--- config.mk ---
export PLATFORM = sky130hd
export DESIGN_NAME = xypau_fifo
export DESIGN_NICKNAME = d
export VERILOG_FILES = /design/src/xypau_pkg.sv /design/src/xypau_fifo.sv
export SDC_FILE = /design/constraint.sdc
export NUM_CORES = 1
export LEC_CHECK = 0
export BUFFER_PORTS_ARGS = -buffer_cell sky130_fd_sc_hd__buf_2
export CAP_MARGIN = 20
export CORE_MARGIN = 5
export CORE_UTILIZATION = 55
export CTS_CLUSTER_SIZE = 40
export DETAILED_ROUTE_END_ITERATION = 8
export PLACE_DENSITY_LB_ADDON = 0.12
export SYNTH_ARGS = -nofsm -noshare
export SYNTH_HDL_FRONTEND = slang
export SYNTH_SLANG_ARGS = --single-unit
--- constraint.sdc ---
create_clock -name clk -period 6.9 [get_ports clk]
set_input_delay 0.69 -clock clk [delete_from_list [all_inputs] [get_ports clk]]
set_output_delay 0.69 -clock clk [all_outputs]
set_load 0.05 [all_outputs]
--- src/xypau_pkg.sv ---
// shared types, command codes and address adjust function for the xy pixel access unit
// no dependencies
`timescale 1ns / 1ps

package xypau_pkg;

  localparam int VramAddrBitsDef = 16;
  localparam int VramAddrMax     = 20;

  // command codes
  localparam logic [2:0] CMD_XY_READ     = 3'd0;
  localparam logic [2:0] CMD_XY_WRITE    = 3'd1;
  localparam logic [2:0] CMD_DIRECT_READ = 3'd2;
  localparam logic [2:0] CMD_DIRECT_WR   = 3'd3;
  localparam logic [2:0] CMD_XY_LOW      = 3'd4;
  localparam logic [2:0] CMD_XY_HIGH     = 3'd5;
  localparam logic [2:0] CMD_LATCH       = 3'd6;

  // configuration register indexes
  localparam logic [1:0] REG_X_FIELD_BITS = 2'd0;
  localparam logic [1:0] REG_XY_PAGE      = 2'd1;
  localparam logic [1:0] REG_ROW_SHIFT    = 2'd2;

  localparam logic [3:0] XBitsMin      = 4'd2;
  localparam logic [3:0] XBitsMax      = 4'd9;
  localparam logic [3:0] XBitsReset    = 4'd6;
  localparam logic [3:0] RowShiftReset = 4'd8;

  // adjust op codes, one per axis
  localparam logic [1:0] ADJ_NONE = 2'd0;
  localparam logic [1:0] ADJ_INC  = 2'd1;
  localparam logic [1:0] ADJ_DEC  = 2'd2;
  localparam logic [1:0] ADJ_ZERO = 2'd3;

  typedef enum logic [1:0] {
    MEM_NONE  = 2'b00,
    MEM_READ  = 2'b01,
    MEM_WRITE = 2'b10
  } mem_op_t;

  typedef struct packed {
    logic [2:0]  cmd;
    logic [3:0]  adjust;
    logic [11:0] row;
    logic [9:0]  col;
    logic [7:0]  data;
  } in_item_t;

  typedef struct packed {
    logic [7:0]  read_data;
    logic [15:0] xy_address_now;
  } out_item_t;

  typedef struct packed {
    mem_op_t                op;
    logic [VramAddrMax-1:0] addr;
    logic [7:0]             data;
    logic [7:0]             latch;
    logic [15:0]            xy_now;
  } entry_t;

  function automatic logic [15:0] post_adjust(input logic [15:0] a, input logic [3:0] code,
                                              input logic [3:0] xbits);
    logic [15:0] ystep;
    logic [15:0] xmask;
    logic [15:0] v;
    logic [1:0]  xop;
    logic [1:0]  yop;
    ystep = 16'd1 << xbits;
    xmask = ystep - 16'd1;
    xop   = code[1:0];
    yop   = code[3:2];
    v     = a;
    if (yop == ADJ_NONE) begin
      // x carries or borrows into y
      case (xop)
        ADJ_INC:  v = a + 16'd1;
        ADJ_DEC:  v = a - 16'd1;
        ADJ_ZERO: v = a & ~xmask;
        default:  v = a;
      endcase
    end else begin
      // x wraps inside its field
      case (xop)
        ADJ_INC:  v = (a & ~xmask) | ((a + 16'd1) & xmask);
        ADJ_DEC:  v = (a & ~xmask) | ((a - 16'd1) & xmask);
        ADJ_ZERO: v = a & ~xmask;
        default:  v = a;
      endcase
      case (yop)
        ADJ_INC: v = v + ystep;
        ADJ_DEC: v = v - ystep;
        default: v = v & xmask;
      endcase
    end
    return v;
  endfunction

endpackage

--- src/xypau_fifo.sv ---
// two-entry queue of memory operations between front and back
// depends on xypau_pkg
`timescale 1ns / 1ps

module xypau_fifo (
  input  logic              clk,
  input  logic              rst,
  input  logic              push,
  input  xypau_pkg::entry_t push_entry,
  input  logic              pop,
  output logic              empty,
  output logic              full,
  output xypau_pkg::entry_t pop_entry
);

  xypau_pkg::entry_t slots [2];
  logic       wr_ptr;
  logic       rd_ptr;
  logic [1:0] count;

  assign empty     = (count == 2'd0);
  assign full      = (count == 2'd2);
  assign pop_entry = slots[rd_ptr];

  always_ff @(posedge clk) begin
    if (push) begin
      slots[wr_ptr] <= push_entry;
    end
  end

  always_ff @(posedge clk) begin
    if (rst) begin
      wr_ptr <= 1'b0;
      rd_ptr <= 1'b0;
      count  <= 2'd0;
    end else begin
      if (push) begin
        wr_ptr <= ~wr_ptr;
      end
      if (pop) begin
        rd_ptr <= ~rd_ptr;
      end
      case ({push, pop})
        2'b10:   count <= count + 2'd1;
        2'b01:   count <= count - 2'd1;
        default: count <= count;
      endcase
    end
  end

endmodule

==> results of run 1 <==
[final cells by class]
class                           count  area share, %
Clock buffer                       18          7.793
Tap cell                           99          2.310
Clock inverter                     14          3.103
Timing Repair Buffer              116          10.97
Sequential cell                   113          62.37
Multi-Input combinational cell     70          13.39
Inverter                            1        0.07000
[sequential cells by signal, indices dropped and copies added (netlist names), named ones only]
register / flops
rd_ptr: 1
slots: 108
wr_ptr: 1
count: 2
[worst max-delay path: stages (launching register included)]
cell and delay, ns:
sky130_fd_sc_hd__dfxtp_2 0.59, sky130_fd_sc_hd__buf_4 0.49, sky130_fd_sc_hd__mux2_2 0.41, sky130_fd_sc_hd__buf_2 0.21
[synth_stat cells]
library cell               number  area share (%)
sky130_fd_sc_hd__inv_1          1           0.092
sky130_fd_sc_hd__and2b_2        1            0.21
sky130_fd_sc_hd__dfxtp_1        5             2.4
sky130_fd_sc_hd__o21ai_0        1            0.12
sky130_fd_sc_hd__a21oi_1        1            0.12
sky130_fd_sc_hd__ha_1           1            0.31
sky130_fd_sc_hd__buf_2          6            0.73
sky130_fd_sc_hd__edfxtp_1     108              79
sky130_fd_sc_hd__and2_1         1            0.15
sky130_fd_sc_hd__nor2_1         6            0.55
sky130_fd_sc_hd__or3_1          1            0.15
sky130_fd_sc_hd__xnor2_1        3            0.64
sky130_fd_sc_hd__xor2_1         1            0.21
sky130_fd_sc_hd__mux2_2        54              15
[where the power goes]
group | leakage (nW) | switching, W | internal, W
registers | 1.06 | 0.0000149 | 0.000800
clock network | 0.266 | 0.000287 | 0.000546
logic | 0.711 | 0.000195 | 0.0000770
[worst max path at each step]
stage,from,slack (ns),cells after the start,to
after global placement,flop,4.47,3,pop_entry[3]
after global routing,flop,3.88,3,pop_entry[3]
final,flop,3.98,3,pop_entry[3]
after floorplan,push,3.42,2,slots[0][0]
after detailed placement,flop,4.47,3,pop_entry[3]
after CTS,flop,3.94,3,pop_entry[3]
[logic make-up (layout without fill, tap and decap cells)]
group | count (synthesis) | count (layout) | share of synthesized area [%]
buffers and inverters | 7 | 149 | 0.8266
XOR/XNOR | 4 | 4 | 0.8575
flip-flops | 113 | 113 | 81.81
AND/OR/NAND/NOR | 9 | 9 | 1.072
multiplexers | 54 | 54 | 14.88
AO/OA/AOI/OAI | 2 | 2 | 0.2447
adder cells (fa/ha/maj) | 1 | 1 | 0.3061
[per-layer routing]
metal  GRT usage, %  vias up  share of wire [%]
met4          7.109        0                1.1
met3          6.099       10                6.9
met5              0        -                  0
li1               -     1007                  -
met2          28.12       74                 53
met1          18.73     1028                 39
[stage by stage]
stage	utilization [%]	total power, W
2_1_floorplan	-	0.001033
3_3_place_gp	65.88	0.001099
3_5_place_dp	65.88	0.001104
4_1_cts	73.93	0.001940
5_1_grt	73.93	0.001990
6_report	73.93	0.001920
==> out/results.ini, run 1 <==
[sta]
finClkSkew_ns = 0.005950
tightestPinTransition_ns = 0.7857
layout_min_cycle_time_ns = 2.920
hold_viol_final = 0
rsz_0062_raised_after_global_routing = no
fmax_ghz = 0.3425
finalMaxSlewViolations = 0
report.final.setup_viol = 0
postLayoutSetupSlackWorst_ns = 3.980
slew_headroom_pct = 47.50
timing.hold.ws_ns = 0.3773
layout_worst_path_cycle_share_pct = 42.32
fin_setup_tns_ns = 0

[min_path]
hold_path_end = slots[0][36]
worstHoldPathType = input pin to flop
timing.hold.worst_path_depth = 1
timing.hold.worst.start = push_entry[36]

[cells_and_area]
final.fill_count = 471
fin_nets = 378
stdcell_count = 431
layout_commonest_cell = sky130_fd_sc_hd__buf_2
layout-area-overhead-vs-synth_pct = 31.23
seqCellArea_mm2 = 0.003344
final_design_area_no_fill_mm2 = 0.005363
layout.cells.most_common_list = 113 x sky130_fd_sc_hd__buf_2, 108 x sky130_fd_sc_hd__edfxtp_1, 54 x sky130_fd_sc_hd__mux2_2
layout_cells_sized_above_1_pct = 61.45
n_antenna_cell = 0
area_of_the_multi_input_gates_um2 = 718.2

[power_and_ir_drop]
power_density_mw_per_mm2 = 358.1
power.ir.vdd_worst_uv = 209.8
leakage_nw = 2.033

[critical_path]
crit-reg2reg-launch = wr_ptr
cp.arrival_ns = 2.23
worst-path-max-fanout = 38
crit_path_start_kind = flop
end_kind = primary output
reg2regPathDepth = 2
crit_type = flop to primary output
wp_data_required_ns = 6.21
reg2reg_setup_slack_ns = 5.06
crit-reg2reg-capture = slots[1][42]

[detailed_routing]
drtAntennaViolNets = 0
dr.first_iter.drc_count = 94
detailroute.via_count = 2119
post-route-drc-count = 0
post_drt_via_cell_ratio = 4.916
routedWlPerCell_um = 16.71
drt_wl_total_mm = 7.204
drt_first_pass_iters = 4

[clock_tree]
clk_transition_reported_paths_ns = 0.06
tritoncts = yes
cts_buffers = 17
ctsLongestPathBuffers = 2
cts.root.buffer_cell = sky130_fd_sc_hd__clkbuf_8
cts_resized = 0
ctsHoldBuffers = 0
postCtsSetupRepairBufs = 0
cts_htree_levels = 4
clock_sinks = 113
clk_latency_ns = 0.49

[run_status]
result_of_the_run = complete, no violations

[placement]
place_hpwl_mm = 4.728
finalWeightedCongestion = 0.7214
placement.setup.worst_slack_ns = 4.475
placedCellCount = 399
placedInstanceArea_mm2 = 0.004778
port_buffers = 113

[grt]
vias_in_the_first_global_route = 2287
initial_antenna_violation_count = 0
global_route.usage.total_pct = 16.56
pin_count_of_the_biggest_net_entering_global_routing = 39
grt_overflow_total = 0
grt_pass1_wl_mm = 10.82

[die]
floorplan.rows = 31
initial_core_util_pct = 56.34
dieArea_mm2 = 0.009253
io-pin-count = 114
core_mm2 = 0.007253
die_h_um = 96.20
die_width_um = 96.20

[synth]
gate_count_post_synth = 190
synth.yosys.warnings = 0
synth.yosys.seq_area_share_pct = 81.81
flop_and_latch_count_out_of_synthesis = 113
synthesis.nets = 249
synth.avg_cell_area_um2 = 21.51
synthDistinctLibCells = 14
cell_area_after_synthesis_mm2 = 0.004086

[run]
max_cap_viol_count = 0

Power figures use the tool's default switching activity.
==> run 2, diff against run 1 <==
- CORE_UTILIZATION: 55 -> 46
- clock period: 6.9 -> 2.5 ns (I/O delays scaled with it)
==> run 2 against run 1 <==
Net effect: total power grew to 2.9 times the previous value; clock power grew to 2.9 times the previous value; largest cell class unchanged; highest routed layer unchanged; critical path type unchanged; final area is 11% higher; largest power group unchanged.
==> out/results.ini, run 2 (synthesized netlist as in run 1, its figures left out) <==
[sta]
tightestPinTransition_ns = 0.5280
fin_setup_tns_ns = 0
finClkSkew_ns = 0.008937
hold_viol_final = 0
rsz_0062_raised_after_global_routing = no
fmax_ghz = 0.4988
layout_worst_path_cycle_share_pct = 80.20
finalMaxSlewViolations = 0
slew_headroom_pct = 64.80
layout_min_cycle_time_ns = 2.005
report.final.setup_viol = 0

[die]
io-pin-count = 114
initial_core_util_pct = 47.09
die_h_um = 104.3
floorplan.rows = 34
dieArea_mm2 = 0.01087
die_width_um = 104.3
core_mm2 = 0.008678

[clock_tree]
clk_transition_reported_paths_ns = 0.05
cts_buffers = 17
cts_htree_levels = 4
cts.root.buffer_cell = sky130_fd_sc_hd__clkbuf_8
clock_sinks = 113
ctsLongestPathBuffers = 2
tritoncts = yes
clk_latency_ns = 0.50
postCtsSetupRepairBufs = 0

[critical_path]
reg2reg_setup_slack_ns = 0.93
cp.arrival_ns = 1.75
wp_data_required_ns = 2.25
timing.critical_path.to = pop_entry[51]
crit_path_start_kind = flop
end_kind = primary output
worst-path-max-fanout = 54
crit-reg2reg-capture = slots[1][23]
crit-reg2reg-launch = wr_ptr
reg2regPathDepth = 2
crit_type = flop to primary output

[grt]
grt_pass1_wl_mm = 13.21
global_route.usage.total_pct = 15.77
pin_count_of_the_biggest_net_entering_global_routing = 55
vias_in_the_first_global_route = 2603
grt_overflow_total = 0
initial_antenna_violation_count = 0

[placement]
port_buffers = 113
finalWeightedCongestion = 0.6780
place_hpwl_mm = 4.732

[detailed_routing]
dr.first_iter.drc_count = 102
drt_first_pass_iters = 4
highest-signal-layer = met4
routedWlPerCell_um = 16.20
drtAntennaViolNets = 0
detail_route.wirelength.met1_mm = 3.279
drt_wl_total_mm = 8.036
post-route-drc-count = 0
post_drt_via_cell_ratio = 4.694
met3_wirelength_um = 516
detailroute.via_count = 2328
met2WireLength_mm = 4.149

[cells_and_area]
layout_commonest_cell = sky130_fd_sc_hd__buf_2
largest_register_ff_count = 108
fin_nets = 434
postLayoutCoreUtil_pct = 68.89
n_antenna_cell = 0
top_register = slots
layout_cells_sized_above_1_pct = 53.09
largest_registers = slots x108, count x2
layout.cells.most_common_list = 113 x sky130_fd_sc_hd__buf_2, 108 x sky130_fd_sc_hd__edfxtp_1, 55 x sky130_fd_sc_hd__dlygate4sd3_1
layout-area-overhead-vs-synth_pct = 46.30

[run_status]
result_of_the_run = complete, no violations

[power_and_ir_drop]
power_density_mw_per_mm2 = 919.1
power.ir.vdd_worst_uv = 636.1
leakage_nw = 2.295

[run]
max_cap_viol_count = 0

[min_path]
worstHoldPathType = input pin to flop

[run 2: cell types whose count changed in the layout (fill, tap and decap cells not counted), moves of 2 or more]
| cell | delta |
|---|---|
| sky130_fd_sc_hd__dlygate4sd3_1 | +55 |
| sky130_fd_sc_hd__buf_12 | +2 |
| sky130_fd_sc_hd__clkinv_2 | +2 |
| sky130_fd_sc_hd__clkinvlp_4 | -2 |
[run 2: worst min-delay path by stage]
stage                         endpoint  slack [ns]            from  cells after the start
final                             flop        0.05             pop                      3
after floorplan               count[1]        0.32             rst                      1
after global placement    slots[0][51]        0.44  push_entry[51]                      1
after CTS                         flop        0.03             pop                      3
after detailed placement  slots[0][23]        0.44  push_entry[23]                      1
after global routing              flop        0.05             pop                      3
[run 2: where the power goes]
group | internal [W] | total (W) | switching, W
sequential | 0.00221 | 0.00224 | 0.0000293
clock | 0.00161 | 0.00241 | 0.000805
combinational | 0.000278 | 0.000845 | 0.000567
[run 2: area by class of cell]
cell class | count | area, µm²
clock buffer | 17 | 414.1
clock inverter | 15 | 191.4
fill | 590 | 2700
inverter | 1 | 3.754
multi-input combinational | 70 | 718.2
sequential | 113 | 3344
tap | 108 | 135.1
timing repair buffer | 172 | 1171
[run 2: timing repair]
item	in CTS	in global routing
hold buffers	55	0
hold endpoints to repair	113	0
gates resized for setup	0	0
[run 2: layer usage]
layer / global-route usage (%) / vias up
li1: - / 1123
met1: 17.89 / 1123
met2: 26.55 / 72
met3: 6.642 / 10
met4: 5.828 / 0
met5: 0 / -
[run 2: critical path: stages (launching register included)]
cell and delay, ns:
sky130_fd_sc_hd__dfxtp_2 0.33, sky130_fd_sc_hd__buf_12 0.26, sky130_fd_sc_hd__mux2_2 0.40, sky130_fd_sc_hd__buf_2 0.22
[run 2: stage by stage]
step	hold slack, ns	setup WS (ns)	std cells	power, W	cell area, µm²
floorplan	0.3191	0.3351	190	0.002849	4089
finish	0.04608	0.4951	496	0.005494	5978
global route	0.05232	0.4320	496	0.005715	5978
CTS	0.03195	0.4757	496	0.005552	5978
detailed placement	0.4420	0.9289	409	0.003057	4822
global placement	0.4381	0.9564	409	0.003050	4822
