===== src/xypau_pkg.sv =====
// shared types, command codes and address adjust function for the xy pixel access unit
// no dependencies
`timescale 1ns / 1ps

package xypau_pkg;

  localparam int VramAddrBitsDef = 16;
  localparam int VramAddrMax     = 20;

  // command codes
  localparam logic [2:0] CMD_XY_READ     = 3'd0;
  localparam logic [2:0] CMD_XY_WRITE    = 3'd1;
  localparam logic [2:0] CMD_DIRECT_READ = 3'd2;
  localparam logic [2:0] CMD_DIRECT_WR   = 3'd3;
  localparam logic [2:0] CMD_XY_LOW      = 3'd4;
  localparam logic [2:0] CMD_XY_HIGH     = 3'd5;
  localparam logic [2:0] CMD_LATCH       = 3'd6;

  // configuration register indexes
  localparam logic [1:0] REG_X_FIELD_BITS = 2'd0;
  localparam logic [1:0] REG_XY_PAGE      = 2'd1;
  localparam logic [1:0] REG_ROW_SHIFT    = 2'd2;

  localparam logic [3:0] XBitsMin      = 4'd2;
  localparam logic [3:0] XBitsMax      = 4'd9;
  localparam logic [3:0] XBitsReset    = 4'd6;
  localparam logic [3:0] RowShiftReset = 4'd8;

  // adjust op codes, one per axis
  localparam logic [1:0] ADJ_NONE = 2'd0;
  localparam logic [1:0] ADJ_INC  = 2'd1;
  localparam logic [1:0] ADJ_DEC  = 2'd2;
  localparam logic [1:0] ADJ_ZERO = 2'd3;

  typedef enum logic [1:0] {
    MEM_NONE  = 2'b00,
    MEM_READ  = 2'b01,
    MEM_WRITE = 2'b10
  } mem_op_t;

  typedef struct packed {
    logic [2:0]  cmd;
    logic [3:0]  adjust;
    logic [11:0] row;
    logic [9:0]  col;
    logic [7:0]  data;
  } in_item_t;

  typedef struct packed {
    logic [7:0]  read_data;
    logic [15:0] xy_address_now;
  } out_item_t;

  typedef struct packed {
    mem_op_t                op;
    logic [VramAddrMax-1:0] addr;
    logic [7:0]             data;
    logic [7:0]             latch;
    logic [15:0]            xy_now;
  } entry_t;

  function automatic logic [15:0] post_adjust(input logic [15:0] a, input logic [3:0] code,
                                              input logic [3:0] xbits);
    logic [15:0] ystep;
    logic [15:0] xmask;
    logic [15:0] v;
    logic [1:0]  xop;
    logic [1:0]  yop;
    ystep = 16'd1 << xbits;
    xmask = ystep - 16'd1;
    xop   = code[1:0];
    yop   = code[3:2];
    v     = a;
    if (yop == ADJ_NONE) begin
      // x carries or borrows into y
      case (xop)
        ADJ_INC:  v = a + 16'd1;
        ADJ_DEC:  v = a - 16'd1;
        ADJ_ZERO: v = a & ~xmask;
        default:  v = a;
      endcase
    end else begin
      // x wraps inside its field
      case (xop)
        ADJ_INC:  v = (a & ~xmask) | ((a + 16'd1) & xmask);
        ADJ_DEC:  v = (a & ~xmask) | ((a - 16'd1) & xmask);
        ADJ_ZERO: v = a & ~xmask;
        default:  v = a;
      endcase
      case (yop)
        ADJ_INC: v = v + ystep;
        ADJ_DEC: v = v - ystep;
        default: v = v & xmask;
      endcase
    end
    return v;
  endfunction

endpackage


===== src/xypau_front.sv =====
// front part: config registers, xy address and latch byte, command decode
// depends on xypau_pkg
`timescale 1ns / 1ps

module xypau_front #(
  parameter int VramAddrBits = xypau_pkg::VramAddrBitsDef
) (
  input  logic               clk,
  input  logic               rst,
  input  logic               start,
  input  xypau_pkg::in_item_t item,
  input  logic               wr_en,
  input  logic [1:0]         wr_index,
  input  logic [3:0]         wr_data,
  input  logic               stall,
  output logic               busy,
  output logic               push,
  output xypau_pkg::entry_t  entry
);

  logic [3:0]  x_field_bits;
  logic [3:0]  xy_page;
  logic [3:0]  row_shift;
  logic [15:0] xy_address;
  logic [15:0] xy_address_next;
  logic [7:0]  latch_byte;

  logic [19:0]             xy_full;
  logic [26:0]             direct_full;
  logic [VramAddrBits-1:0] xy_addr;
  logic [VramAddrBits-1:0] d_addr;
  logic [15:0]             adjusted;

  assign busy = stall;
  assign push = start && !stall;

  assign xy_full     = {xy_page, xy_address};
  assign direct_full = (27'(item.row) << row_shift) | 27'(item.col);
  assign xy_addr     = xy_full[VramAddrBits-1:0];
  assign d_addr      = direct_full[VramAddrBits-1:0];
  assign adjusted    = xypau_pkg::post_adjust(xy_address, item.adjust, x_field_bits);

  always_comb begin
    xy_address_next = xy_address;
    entry.op        = xypau_pkg::MEM_NONE;
    entry.addr      = xypau_pkg::VramAddrMax'(xy_addr);
    entry.data      = item.data;
    entry.latch     = latch_byte;
    case (item.cmd)
      xypau_pkg::CMD_XY_READ: begin
        entry.op        = xypau_pkg::MEM_READ;
        xy_address_next = adjusted;
      end
      xypau_pkg::CMD_XY_WRITE: begin
        entry.op        = xypau_pkg::MEM_WRITE;
        xy_address_next = adjusted;
      end
      xypau_pkg::CMD_DIRECT_READ: begin
        entry.op   = xypau_pkg::MEM_READ;
        entry.addr = xypau_pkg::VramAddrMax'(d_addr);
      end
      xypau_pkg::CMD_DIRECT_WR: begin
        entry.op   = xypau_pkg::MEM_WRITE;
        entry.addr = xypau_pkg::VramAddrMax'(d_addr);
      end
      xypau_pkg::CMD_XY_LOW:  xy_address_next = {xy_address[15:8], item.data};
      xypau_pkg::CMD_XY_HIGH: xy_address_next = {item.data, xy_address[7:0]};
      default: ;
    endcase
    entry.xy_now = xy_address_next;
  end

  always_ff @(posedge clk) begin
    if (rst) begin
      x_field_bits <= xypau_pkg::XBitsReset;
      xy_page      <= '0;
      row_shift    <= xypau_pkg::RowShiftReset;
      xy_address   <= '0;
      latch_byte   <= '0;
    end else begin
      if (wr_en) begin
        case (wr_index)
          xypau_pkg::REG_X_FIELD_BITS: begin
            // out-of-range widths are dropped
            if (wr_data >= xypau_pkg::XBitsMin && wr_data <= xypau_pkg::XBitsMax) begin
              x_field_bits <= wr_data;
            end
          end
          xypau_pkg::REG_XY_PAGE:   xy_page   <= wr_data;
          xypau_pkg::REG_ROW_SHIFT: row_shift <= wr_data;
          default: ;
        endcase
      end
      if (push) begin
        xy_address <= xy_address_next;
        if (item.cmd == xypau_pkg::CMD_LATCH) begin
          latch_byte <= item.data;
        end
      end
    end
  end

endmodule


===== config.mk =====
export PLATFORM = sky130hd
export DESIGN_NAME = xypau_front
export DESIGN_NICKNAME = d
export VERILOG_FILES = /design/src/xypau_pkg.sv /design/src/xypau_front.sv
export SDC_FILE = /design/constraint.sdc
export NUM_CORES = 1
export LEC_CHECK = 0
export ABC_AREA = 1
export BUFFER_PORTS_ARGS = -buffer_cell sky130_fd_sc_hd__buf_4
export CORE_MARGIN = 2
export CORE_UTILIZATION = 40
export CTS_BUF_LIST = sky130_fd_sc_hd__clkbuf_16
export DETAILED_ROUTE_END_ITERATION = 12
export PLACE_DENSITY = 0.73
export SKIP_CTS_REPAIR_TIMING = 1
export SKIP_LAST_GASP = 1
export SLEW_MARGIN = 20
export SYNTH_ARGS = -nofsm -noshare
export SYNTH_HDL_FRONTEND = slang
export SYNTH_SLANG_ARGS = --single-unit
export TNS_END_PERCENT = 20

===== constraint.sdc =====
create_clock -name clk -period 3.3 [get_ports clk]
set_clock_uncertainty 0.05 [all_clocks]
set_input_delay 0.165 -clock clk [delete_from_list [all_inputs] [get_ports clk]]
set_output_delay 0.165 -clock clk [all_outputs]
set_load 0.01 [all_outputs]

==> results by stage, run 1 <==
Run status:
- The flow ran to the end, but the final reports show violations.
- The final reports fail on negative setup slack.

Route:
- The number of detailed-route iterations in the first pass is 5.
- The wire length per cell after detailed routing is 17.0 µm.
- Once detail routing completed, the nets flagged for antenna violations numbered 0.
- The vias per cell is 5.60.
- After detailed routing, the total wire length is 25.2 mm.
- Summing over every cut layer, the via total after detailed routing is 8271.
- The number of design rule violations left after detail routing is 0.
- The DRC marker count from the first detailed-route iteration is 899.

STA:
- Setup repair after global routing could not meet its margin everywhere.
- The number of slew-limit violations in the final report is 0.
- The final clock period utilization by the worst path is 113%.
- Setup violations remaining at the end of the flow were counted as 16.
- Based on the critical path, the design can be clocked at up to 269 MHz.
- The smallest setup slack after layout is -0.419 ns.
- After layout, the minimum clock period comes to 3.72 ns.
- For the pin with the worst max-slew slack, the measured transition is 0.694 ns.
- The number of hold-slack violations in the final timing report is 0.
- Headroom to the max-slew limit came out at 53.7%.

Die:
- The starting utilization of the core area is 40.5%.
- The row count is 44.
- During I/O placement, the number of pins put on the boundary was 104.
- The standard cell core area is 14400 µm².
- The die covers 15500 µm².
- Measured along the x axis, the die boundary spans 125 µm.
- The die boundary height is 125 µm.

Worst setup path:
- The kind of cell with the highest combined delay along the critical path is simple AND/OR/NAND/NOR gates.
- For this run, the slowest stage of the critical path takes 0.37 ns.
- At the worst endpoint, the arrival time is 3.50 ns.
- The type of the setup path with the least slack is flip-flop to output pin.
- The slowest stage of the critical path belongs to the cell sky130_fd_sc_hd__dfxtp_4.
- In this run the worst path has a maximum fanout of 4.
- The critical path goes through inv_4, ha_4, nand4_1, o21ai_1, nand3_1, o211ai_2, nand3_2, a21oi_2, ha_1, a21oi_2, nor2_1, nor2_4, nor3_2, nor3_2, nand2_1, nand2_1, nand2_1, o21ai_2, nand3_2, nand3_2, buf_6.
- The worst setup path is launched from a flip-flop.
- Counting both buffers and inverters, the worst setup path holds a total of 2.
- The type of destination of the critical path is an output pin.
- The worst reg-to-reg setup slack is -0.10 ns.
- At the worst endpoint, the required time is 3.08 ns.

Yosys:
- By count the netlist is led by sky130_fd_sc_hd__nand2_1, sky130_fd_sc_hd__inv_1, sky130_fd_sc_hd__nand3_1.
- The top cell type by area accounts for 17.4% of the synthesized area.
- In this run, synthesis inferred 0 flip-flops with an integrated enable.
- sky130_fd_sc_hd__nand2_1 takes more of the synthesized area than any other cell.
- The share of flip-flops with an asynchronous set or reset is 0%.
- For this run, the number of Yosys warnings is 0.
- The synthesized area is 5820 µm².
- The most used flip-flop cell after synthesis is sky130_fd_sc_hd__dfxtp_1.
- The number of standard cells after synthesis is 1051.
- The share of the Yosys chip area taken by registers is 11.0%.
- The number of distinct library cells after synthesis is 53.
- After synthesis the netlist holds a flip-flop and latch count of 32.
- The most numerous cell in the Yosys netlist is sky130_fd_sc_hd__nand2_1.
- The average instance in the mapped netlist occupies 5.53 µm².
- By area the synthesized netlist is led by sky130_fd_sc_hd__nand2_1, sky130_fd_sc_hd__dfxtp_1, sky130_fd_sc_hd__nand3_1.

Global route:
- The initial antenna violation count is 0.
- The total global-route track usage is 29.2%.
- The pin count of the biggest net entering global routing is 23.
- The global-route wire length before repair is 37.1 mm.
- The via count of the first global-routing pass is 7350.
- The global-route congestion overflow total is 0.

Place:
- Summing all placed instances gives a cell area of 7690 µm².
- Detailed placement finished with a half-perimeter wire length of 19.2 mm.
- The final weighted congestion in routability-driven placement is 0.977.
- After detailed placement, the design holds a cell count of 1443.
- Buffers placed on the I/O ports in this run total 99.

Power:
- Per report_power, the clock group accounts for 22.0% of the total.
- The switching share of power is 43.1%.
- The net switching power is 1.12 mW.
- The part of the power in combinational logic is 61.3%.
- The power density over the cells is 300 nW/µm².
- Summed over all cells, the static leakage comes to 4.47 nW.
- The highest ir drop seen on vdd is 0.262 mV.
- Per report_power, the sequential group accounts for 16.7% of the total.
- The internal power of the cells totals 1.48 mW.

Cells and area:
- The total inserted antenna cells is 0.
- The core occupancy in the finished layout is 60.6%.
- For this run, the number of standard cells in the final layout without fillers is 1476.
- At the end of the flow, the number of nets in the layout was 1365.
- From synthesis to final layout, the design area changed by 49.7%.
- The post-route standard cell area excluding fillers is 8710 µm².
- The fraction of layout instances using a drive strength above 1 is 35.5%.

Job:
- The reported max-cap violation count is 0.

Clock tree:
- For this design, the sink count on the clock tree is 32.
- Clock latency on the worst-skew pair, taken at its later pin, is 0.29 ns.
- Counting along the longest clock path gives a buffer depth of 2.
- The cell sitting at the root of the clock tree is a sky130_fd_sc_hd__clkbuf_16.
- The maximum level of the CTS H-tree is 2.
- The TritonCTS clock tree is yes.
- The CTS clock-pin slew for the worst setup and hold paths is 0.06 ns.
- The number of clock buffers inserted by TritonCTS is 5.

Hold path:
- The class of the tightest hold or removal check is input port to flip-flop.
[cell type report]
class / count / area (µm²)
clock inverter: 3 / 46.3
tap: 184 / 230
inverter: 152 / 588
fill: 1343 / 5660
timing repair buffer: 291 / 2260
clock buffer: 5 / 125
multi-input combinational: 809 / 4800
sequential: 32 / 662
[placed cells by master, fill, tap and decap left out, types with 10 or more instances in the layout]
cell type,instances
sky130_fd_sc_hd__a21oi_1,55
sky130_fd_sc_hd__dfxtp_1,21
sky130_fd_sc_hd__nor2_2,10
sky130_fd_sc_hd__o22ai_1,13
sky130_fd_sc_hd__nor2_1,74
sky130_fd_sc_hd__nor2_4,10
sky130_fd_sc_hd__nand3_1,89
sky130_fd_sc_hd__nand2_2,20
sky130_fd_sc_hd__ha_1,12
sky130_fd_sc_hd__buf_6,16
sky130_fd_sc_hd__o21ai_1,22
sky130_fd_sc_hd__ha_4,12
sky130_fd_sc_hd__inv_2,13
sky130_fd_sc_hd__o211ai_1,12
sky130_fd_sc_hd__inv_1,128
sky130_fd_sc_hd__nand3_2,14
sky130_fd_sc_hd__nand2_1,252
sky130_fd_sc_hd__a21oi_2,21
sky130_fd_sc_hd__o21ai_0,82
sky130_fd_sc_hd__nand4_1,16
sky130_fd_sc_hd__buf_4,274
[logic make-up after synthesis]
family                     after synthesis  share of synthesized area [%]
AOI/OAI and AO/OA                      248                           24.2
xor gates and xnor gates                17                           2.82
adders and majority gates               26                           5.72
buffers and inverters                  213                           16.5
DFF                                     32                           11.0
muxes                                    1                          0.172
other                                    1                         0.0645
and+or+nand+nor                        513                           39.5
[per-stage QoR]
stage	setup WS (ns)	hold WS (ns)	TNS (ns)	power [mW]
finish	-0.419	0.120	-3.94	2.61
CTS	-0.734	0.129	-8.69	2.35
floorplan	0.0334	0.241	0	1.21
global route	-0.615	0.157	-7.57	2.75
detailed placement	-0.399	0.427	-4.06	1.78
global placement	-0.374	0.419	-3.93	1.77
[sequential cells by signal, summed over array words and instances, names as in the netlist]
register / count
row_shift: 4
x_field_bits: 4
xy_addr: 16
latch_byte: 8
[power groups by stage]
stage          Combinational [mW]  Clock (mW)  Sequential [mW]
6_report                     1.60       0.574            0.436
3_5_place_dp                 1.34           0            0.438
5_1_grt                      1.72       0.592            0.438
4_1_cts                      1.35       0.574            0.430
2_1_floorplan               0.779           0            0.427
3_3_place_gp                 1.33           0            0.438
[worst register-to-register path: stages (launching register included)]
cell	delay, ns
sky130_fd_sc_hd__dfxtp_4	0.40
sky130_fd_sc_hd__buf_4	0.14
sky130_fd_sc_hd__nand3_4	0.11
sky130_fd_sc_hd__nor2_8	0.18
sky130_fd_sc_hd__nand2_4	0.08
sky130_fd_sc_hd__nor2_2	0.10
sky130_fd_sc_hd__xor2_1	0.21
sky130_fd_sc_hd__nand2_1	0.11
sky130_fd_sc_hd__nand3_2	0.08
sky130_fd_sc_hd__o211ai_2	0.09
sky130_fd_sc_hd__a21oi_2	0.22
sky130_fd_sc_hd__ha_4	0.25
sky130_fd_sc_hd__nand2_1	0.09
sky130_fd_sc_hd__nor2_1	0.05
sky130_fd_sc_hd__nor2_1	0.14
sky130_fd_sc_hd__nand3_2	0.13
sky130_fd_sc_hd__nand2_2	0.10
sky130_fd_sc_hd__nand2_2	0.06
sky130_fd_sc_hd__a21oi_2	0.12
sky130_fd_sc_hd__o21ai_1	0.09
sky130_fd_sc_hd__nand2_1	0.06
sky130_fd_sc_hd__nand2_1	0.06
sky130_fd_sc_hd__nand2_2	0.11
sky130_fd_sc_hd__buf_4	0.11
sky130_fd_sc_hd__nand4_1	0.07
sky130_fd_sc_hd__nand2_1	0.07
sky130_fd_sc_hd__inv_1	0.04
[routing by layer]
layer / global-route usage [%] / up-vias / wire (µm)
met5: 0 / - / 0
met2: 45.7 / 491 / 11500
met4: 9.39 / 0 / 726
met1: 41.2 / 3778 / 10400
li1: - / 3928 / -
met3: 4.25 / 74 / 2500
[path summary, 6_finish.rpt]
path	from	end	cells past startpoint
worst min register to register	latch_byte[2]$_SDFFE_PP0P_	latch_byte[2]$_SDFFE_PP0P_	2
worst max register to register	xy_addr[2]$_SDFFE_PP0P_	xy_addr[14]$_SDFFE_PP0P_	26
worst min-delay path	wr_data[0]	row_shift[0]$_SDFFE_PP0P_	3
worst max-delay path	xy_addr[0]$_SDFFE_PP0P_	entry[15]	21
Power figures use the tool's default switching activity.
==> run 2: changes to the inputs <==
- SKIP_LAST_GASP: 1 -> unset
==> run 2 against run 1 <==
The flow still finishes with violations (negative setup slack). Combinational power barely moved. Die area did not move. Global-route usage did not move. Clock-buffer cell count did not move. Utilization rose by 0.51 points. Cell count did not move. Wire length rose by 0.23%. Register-to-register slack got worse by 0.03 ns. Worst hold slack barely moved. Largest cell class unchanged. Highest routed layer unchanged.
==> results by stage, run 2 (same netlist as run 1, synthesis figures left out) <==
Worst setup path:
- The required time at the worst-slack endpoint is 3.08 ns.
- The signal arrival time at the worst endpoint is 3.52 ns.
- The maximum fanout along the worst path is 9.
- On the critical path, the stage with the largest delay is an instance of sky130_fd_sc_hd__dfxtp_2.
- The kind of start point of the critical path is a flip-flop.
- The type of destination of the critical path is an output pin.
- The combined buffer and inverter count along the critical path is 3.
- The kind of cell adding the most delay to the critical path is simple AND/OR/NAND/NOR gates.
- The delay of the slowest cell on the worst path is 0.34 ns.
- The critical path goes through inv_4, buf_4, nand4_1, o21ai_1, nand3_1, o211ai_2, nand3_2, a21oi_2, ha_1, a21oi_2, nor2_1, nor2_4, nor3_2, nor3_2, nand2_1, nand2_1, nand2_1, o21ai_2, nand3_2, nand3_2, buf_6.
- The startpoint identified for the worst register-to-register timing path is xy_addr[2]$_SDFFE_PP0P_.
- The critical path starts at xy_addr[5]$_SDFFE_PP0P_.
- The critical path is of the flip-flop to output pin type.

Die:
- The I/O pin count is 104.
- The floorplan step defined a die boundary enclosing 15500 µm².
- Once the floorplan was initialized, standard cells occupied 40.5% of the core.
- The core region is 14400 µm².
- The floorplan step set the die height to 125 µm.
- The width of the chip is 125 µm.
- The floorplan has 44 rows.

STA:
- Counting I/O delays and the setup requirement, the final critical path takes 3.73 ns.
- The maximum operating frequency is 268 MHz.
- The number of slew-limit violations in the final report is 0.
- Setup slack on the critical path of the routed design comes to -0.433 ns.
- At the pin with the least slew margin, the transition time is 0.695 ns.
- Of the available clock period, the critical path in the final layout requires 113%.
- The total setup violations reported at the end of the flow is 16.
- The final total negative setup slack is -3.79 ns.
- The relative max-transition margin is 53.6%.
- The number of hold-slack violations in the final timing report is 0.
- Setup repair after global routing could not meet its margin everywhere.

Cells and area:
- The final net count is 1365.
- The number of flip-flops in the largest register is 16.
- The total inserted antenna cells is 0.
- The fraction of layout instances using a drive strength above 1 is 36.6%.
- The library cells used most frequently in the layout, excluding fill and tap cells, are sky130_fd_sc_hd__buf_4, sky130_fd_sc_hd__nand2_1, sky130_fd_sc_hd__inv_1.
- The library cell used most frequently in the layout, excluding fill and tap cells, is sky130_fd_sc_hd__buf_4.
- Compared with the post-synthesis result, the final layout area differs by 51.0%.
- Cells fill 61.1% of the core in the end.

Clock tree:
- Clock-pin slew was measured on the worst setup and hold paths at 0.06 ns.
- The cell at the root of the clock tree is sky130_fd_sc_hd__clkbuf_16.
- For the worst-skew pair, the clock arrives at the later sink with an insertion delay of 0.29 ns.
- The longest clock path from root to sink contains 2 buffers.
- The clock drives 32 sinks.
- The TritonCTS clock tree is yes.
- The H-tree was split into 2 levels.
- The number of clock buffers inserted by TritonCTS is 5.

Place:
- At the end of routability-driven placement, the weighted congestion stood at 0.977.
- The wire-length estimate of the detail-placed layout is 19.2 mm.
- In this run the tool buffered the top-level ports with 99 buffer cells.
- The worst slack at placement is -0.399 ns.

Route:
- The number of design rule violations left after detail routing is 0.
- The via total after detailed routing is 8270.
- The wire length per cell after detailed routing is 17.1 µm.
- Using the TritonRoute via totals, the vias-per-cell ratio works out to 5.60.
- The number of detailed-route iterations in the first pass is 6.
- The DRC marker count from the first detailed-route iteration is 905.
- Summed over all layers, the routed wires come to 25.2 mm.
- The remaining antenna violation count is 0.

Global route:
- In the global route stage, overall resource usage came out at 29.2%.
- The via count of the first global-routing pass came to 7350.
- The initial antenna violation count is 0.
- Entering global routing, the biggest net connects 23 pins.
- The first global-routing pass estimated 37.1 mm of wire.
- The global-route congestion overflow total is 0.

Power:
- For this design the static power due to leakage is 4.50 nW.
- The power density over the cells is 300 nW/µm².
- VDD sags by at most 0.245 mV.
- Power comes to 2.63 mW.

Hold path:
- The path class of the tightest hold or removal check is input port to flip-flop.
- The startpoint identified for the worst hold timing path is wr_data[0].

Job:
- Across the run, the number of max-cap violations was 0.

Run status:
- The checks that failed: negative setup slack.
- The run finished, with violations left.
-- run 2: cell counts in the layout (fill, tap and decap cells not counted) --
Identical to the previous run, type by type.
-- run 2: metal layers --
metal  global-route usage (%)  vias to the layer above  share of wire, %
met3                     4.25                       65                10
met2                     45.7                      475                46
met4                     9.39                        0               3.1
met5                        0                        -                 0
li1                         -                     3935                 -
met1                     41.2                     3795                41
-- run 2: metrics by stage --
step | cells | cell area [µm²] | hold WS [ns]
floorplan | 1054 | 5830 | 0.241
global placement | 1443 | 7690 | 0.419
detailed placement | 1443 | 7690 | 0.427
CTS | 1451 | 7860 | 0.129
global route | 1476 | 8780 | 0.156
finish | 1476 | 8780 | 0.120
-- run 2: tightest hold or removal path, cell delays in order --
cell                      delay (ns)
sky130_fd_sc_hd__buf_4          0.09
sky130_fd_sc_hd__o21ai_0        0.07
sky130_fd_sc_hd__a21oi_1        0.10
-- run 2: layout make-up --
cell class | count | area, µm²
Fill cell | 1324 | 5590
Timing Repair Buffer | 291 | 2260
Multi-Input combinational cell | 809 | 4860
Inverter | 152 | 588
Tap cell | 184 | 230
Sequential cell | 32 | 662
Clock inverter | 3 | 46.3
Clock buffer | 5 | 125
-- run 2: worst paths after layout --
path                                      to  slack (ns)  depth (start not counted)
setup / recovery                   entry[15]       -0.43                         21
hold / removal     row_shift[0]$_SDFFE_PP0P_        0.12                          3
setup reg to reg    xy_addr[14]$_SDFFE_PP0P_       -0.13                         26
hold reg to reg   latch_byte[1]$_SDFFE_PP0P_        0.44                          2
-- run 2: power breakdown --
part	total, mW	leakage [nW]	internal, mW	switching (mW)
Combinational	1.62	4.16	0.726	0.892
Clock	0.576	0.0804	0.360	0.217
Sequential	0.436	0.265	0.407	0.0288
Total	2.63	4.50	1.49	1.14
==> run 3: changes to the inputs <==
==> constraint.sdc (replaced) <==
create_clock -name clk -period 3.3 [get_ports clk]
set_clock_uncertainty 0.05 [all_clocks]
set_input_delay 0.495 -clock clk [delete_from_list [all_inputs] [get_ports clk]]
set_output_delay 0.495 -clock clk [all_outputs]
set_load 0.01 [all_outputs]
==> run 3 against run 2 <==
The run still ends with negative setup slack left. Via count shrank 1.1%. Clock-buffer cell count is the same. Utilization is essentially flat. Setup slack lost 0.42 ns. Cell area is essentially flat. Fmax shrank 10%. Total power shrank 0.41%. Clock power is essentially flat. Critical path depth grew 6. Flip-flop and latch count is the same. Die area is the same. Cell count grew 1.9%.
==> results by stage, run 3 (same netlist as run 1, synthesis figures left out) <==
Run status:
- The flow ran to the end, but the final reports show violations.
- The final reports fail on negative setup slack.

Worst setup path:
- STA classifies the critical path endpoint as an output pin.
- The type of the setup path with the least slack is flip-flop to output pin.
- The critical path starts at x_field_bits[2]$_SDFFE_PP1P_.
- For the worst setup path, the data arrival time is 3.61 ns.
- The slowest stage of the critical path is the sky130_fd_sc_hd__dfxtp_2 cell.
- Along the worst path, the maximum fanout reaches 4.
- At the worst endpoint, the required time is 2.75 ns.
- Among cell families on the critical path, the largest total delay comes from simple AND/OR/NAND/NOR gates.
- The largest single stage delay on the critical path is 0.34 ns.
- The startpoint of the worst-slack reg-to-reg timing path is x_field_bits[2]$_SDFFE_PP1P_.
- The critical path contains buffers and inverters numbering 5 combined.
- By instance count, the cell type seen most on the critical path is sky130_fd_sc_hd__nand2_1.
- The kind of start point of the critical path is a flip-flop.

Cells and area:
- Summing all non-filler instances in the final layout gives an area of 8780 µm².
- The final net count is 1393.
- The finished layout holds 1504 standard cells, fillers aside.
- Compared with the post-synthesis result, the final layout area differs by 51.0%.
- In the final layout, the share of cells above drive strength 1 is 36.1%.
- 0 antenna diodes ended up in the layout.
- In the layout the commonest cells are sky130_fd_sc_hd__buf_4, sky130_fd_sc_hd__nand2_1, sky130_fd_sc_hd__inv_1.
- The number of flip-flops in the largest register is 16.
- The core occupancy in the finished layout is 61.1%.
- The final-layout fill cell count is 1343.
- The commonest non-fill, non-tap cell in the layout is sky130_fd_sc_hd__buf_4.

Place:
- In this run the cell area measured after placement is 8090 µm².
- The estimated wirelength of the detail-placed design is 19.4 mm.
- The number of placed instances with taps included is 1482.
- Port buffering added 99 buffers.
- At the end of routability-driven placement, the weighted congestion stood at 0.981.

Power:
- In this run the power density over the cells is 298 nW/µm².
- After layout, the design draws a total of 2.62 mW.
- The highest ir drop seen on vdd is 0.205 mV.
- In this run the static leakage power is 4.60 nW.

STA:
- The number of slew-limit violations in the final report is 0.
- Setup repair after global routing could not meet its margin everywhere.
- After layout, the worst setup slack is -0.854 ns.
- The relative max-transition margin is 60.5%.
- Setup total negative slack on the finished layout was measured at -11.12 ns.
- After layout, the worst path uses 126% of the clock period.
- Setup violations remaining at the end of the flow were counted as 24.
- The final critical path time including I/O delays and setup is 4.15 ns.
- The number of hold-slack violations in the final timing report came to 0.
- The maximum operating frequency is 241 MHz.
- The actual transition at the worst max-transition pin is 0.589 ns.

Global route:
- Entering global routing, the biggest net connects 23 pins.
- Global routing consumed, on the met3 layer, 3.48% of the routing resources.
- Global routing used 29.3% of the available tracks across all layers.
- The first global-routing pass estimated 37.4 mm of wire.
- The global-route layer with the greatest usage is met2.
- The initial antenna violation count was 0.
- In the global route stage, met2 resource usage came out at 47.3%.
- The via count of the first global-routing pass came to 7455.
- For met1 alone, demand over resource in global routing was 40.8%.
- The global-route congestion overflow total is 0.

Clock tree:
- The clock network latency to the later pin of the worst-skew pair is 0.29 ns.
- The CTS clock-pin slew for the worst setup and hold paths is 0.06 ns.
- The clock net in this run drives a total of 32 sinks.
- Counting along the longest clock path gives a buffer depth of 2.
- The TritonCTS clock tree is yes.
- The maximum level of the CTS H-tree is 2.
- The number of clock buffers added by TritonCTS is 5.
- The cell at the root of the clock tree is sky130_fd_sc_hd__clkbuf_16.

Route:
- Dividing the detail-routed wire length by the instance count gives 16.2 µm.
- In the routed design, unresolved DRC markers number 0.
- The vias per cell is 5.44.
- The routed wire length is 24.3 mm.
- The number of detailed-route iterations in the first pass is 5.
- The via total after detailed routing is 8183.
- In this run, the number of DRC markers left after iteration 0 of detailed routing was 894.
- The remaining antenna violation count is 0.

Die:
- The width of the chip is 125 µm.
- The floorplan step defined a die boundary enclosing 15500 µm².
- The I/O pin count is 104.
- The starting utilization of the core area is 40.5%.
- After floorplanning, the core was sized to cover 14400 µm².
- The floorplan has 44 rows.
- The die boundary height is 125 µm.

Hold path:
- In this run the worst hold path is classified as flip-flop to flip-flop.
- The startpoint identified for the worst hold timing path is latch_byte[2]$_SDFFE_PP0P_.

Job:
- Max-cap violations in this run came to 0.
[run 3: cell types whose count changed in the layout (fill, tap and decap cells not counted), sizes merged]
cell / before / now
buf: 291 / 319
[run 3: cell type report]
| class | instances | area (µm²) | share of cell area, % |
|---|---|---|---|
| Clock buffer | 5 | 125 | 1.42 |
| Clock inverter | 3 | 46.3 | 0.527 |
| Inverter | 152 | 581 | 6.61 |
| Multi-Input combinational cell | 809 | 4700 | 53.5 |
| Sequential cell | 32 | 651 | 7.41 |
| Tap cell | 184 | 230 | 2.62 |
| Timing Repair Buffer | 319 | 2450 | 27.9 |
[run 3: tightest hold or removal path, stage by stage, from the launching register on]
cell,delay [ns]
sky130_fd_sc_hd__dfxtp_1,0.31
sky130_fd_sc_hd__nor2_1,0.09
sky130_fd_sc_hd__nor2_1,0.05
[run 3: worst paths after layout]
check                                                   to  slack [ns]  depth (start not counted)
worst min-delay path            latch_byte[2]$_SDFFE_PP0P_        0.44                          2
worst max register to register    xy_addr[15]$_SDFFE_PP0P_       -0.22                         27
worst max-delay path                             entry[14]       -0.85                         27
worst min register to register  latch_byte[2]$_SDFFE_PP0P_        0.44                          2
[run 3: metrics by stage]
stage          setup WS, ns  hold slack (ns)
6_report             -0.854            0.441
5_1_grt               -1.01            0.452
4_1_cts               -1.05            0.443
3_5_place_dp         -0.709            0.436
3_3_place_gp         -0.647            0.422
2_1_floorplan        -0.122            0.461
[run 3: layer usage]
metal  share of wire [%]  vias to the layer above
met1                  43                     3762
met5                   0                        -
met2                  45                      364
li1                    -                     3987
met4                 3.5                        0
met3                 7.8                       70
[run 3: where the power goes]
group	total, mW	internal [mW]	switching (mW)	leakage, nW
Sequential	0.436	0.408	0.0283	0.263
Combinational	1.61	0.735	0.874	4.26
Clock	0.575	0.360	0.215	0.0804
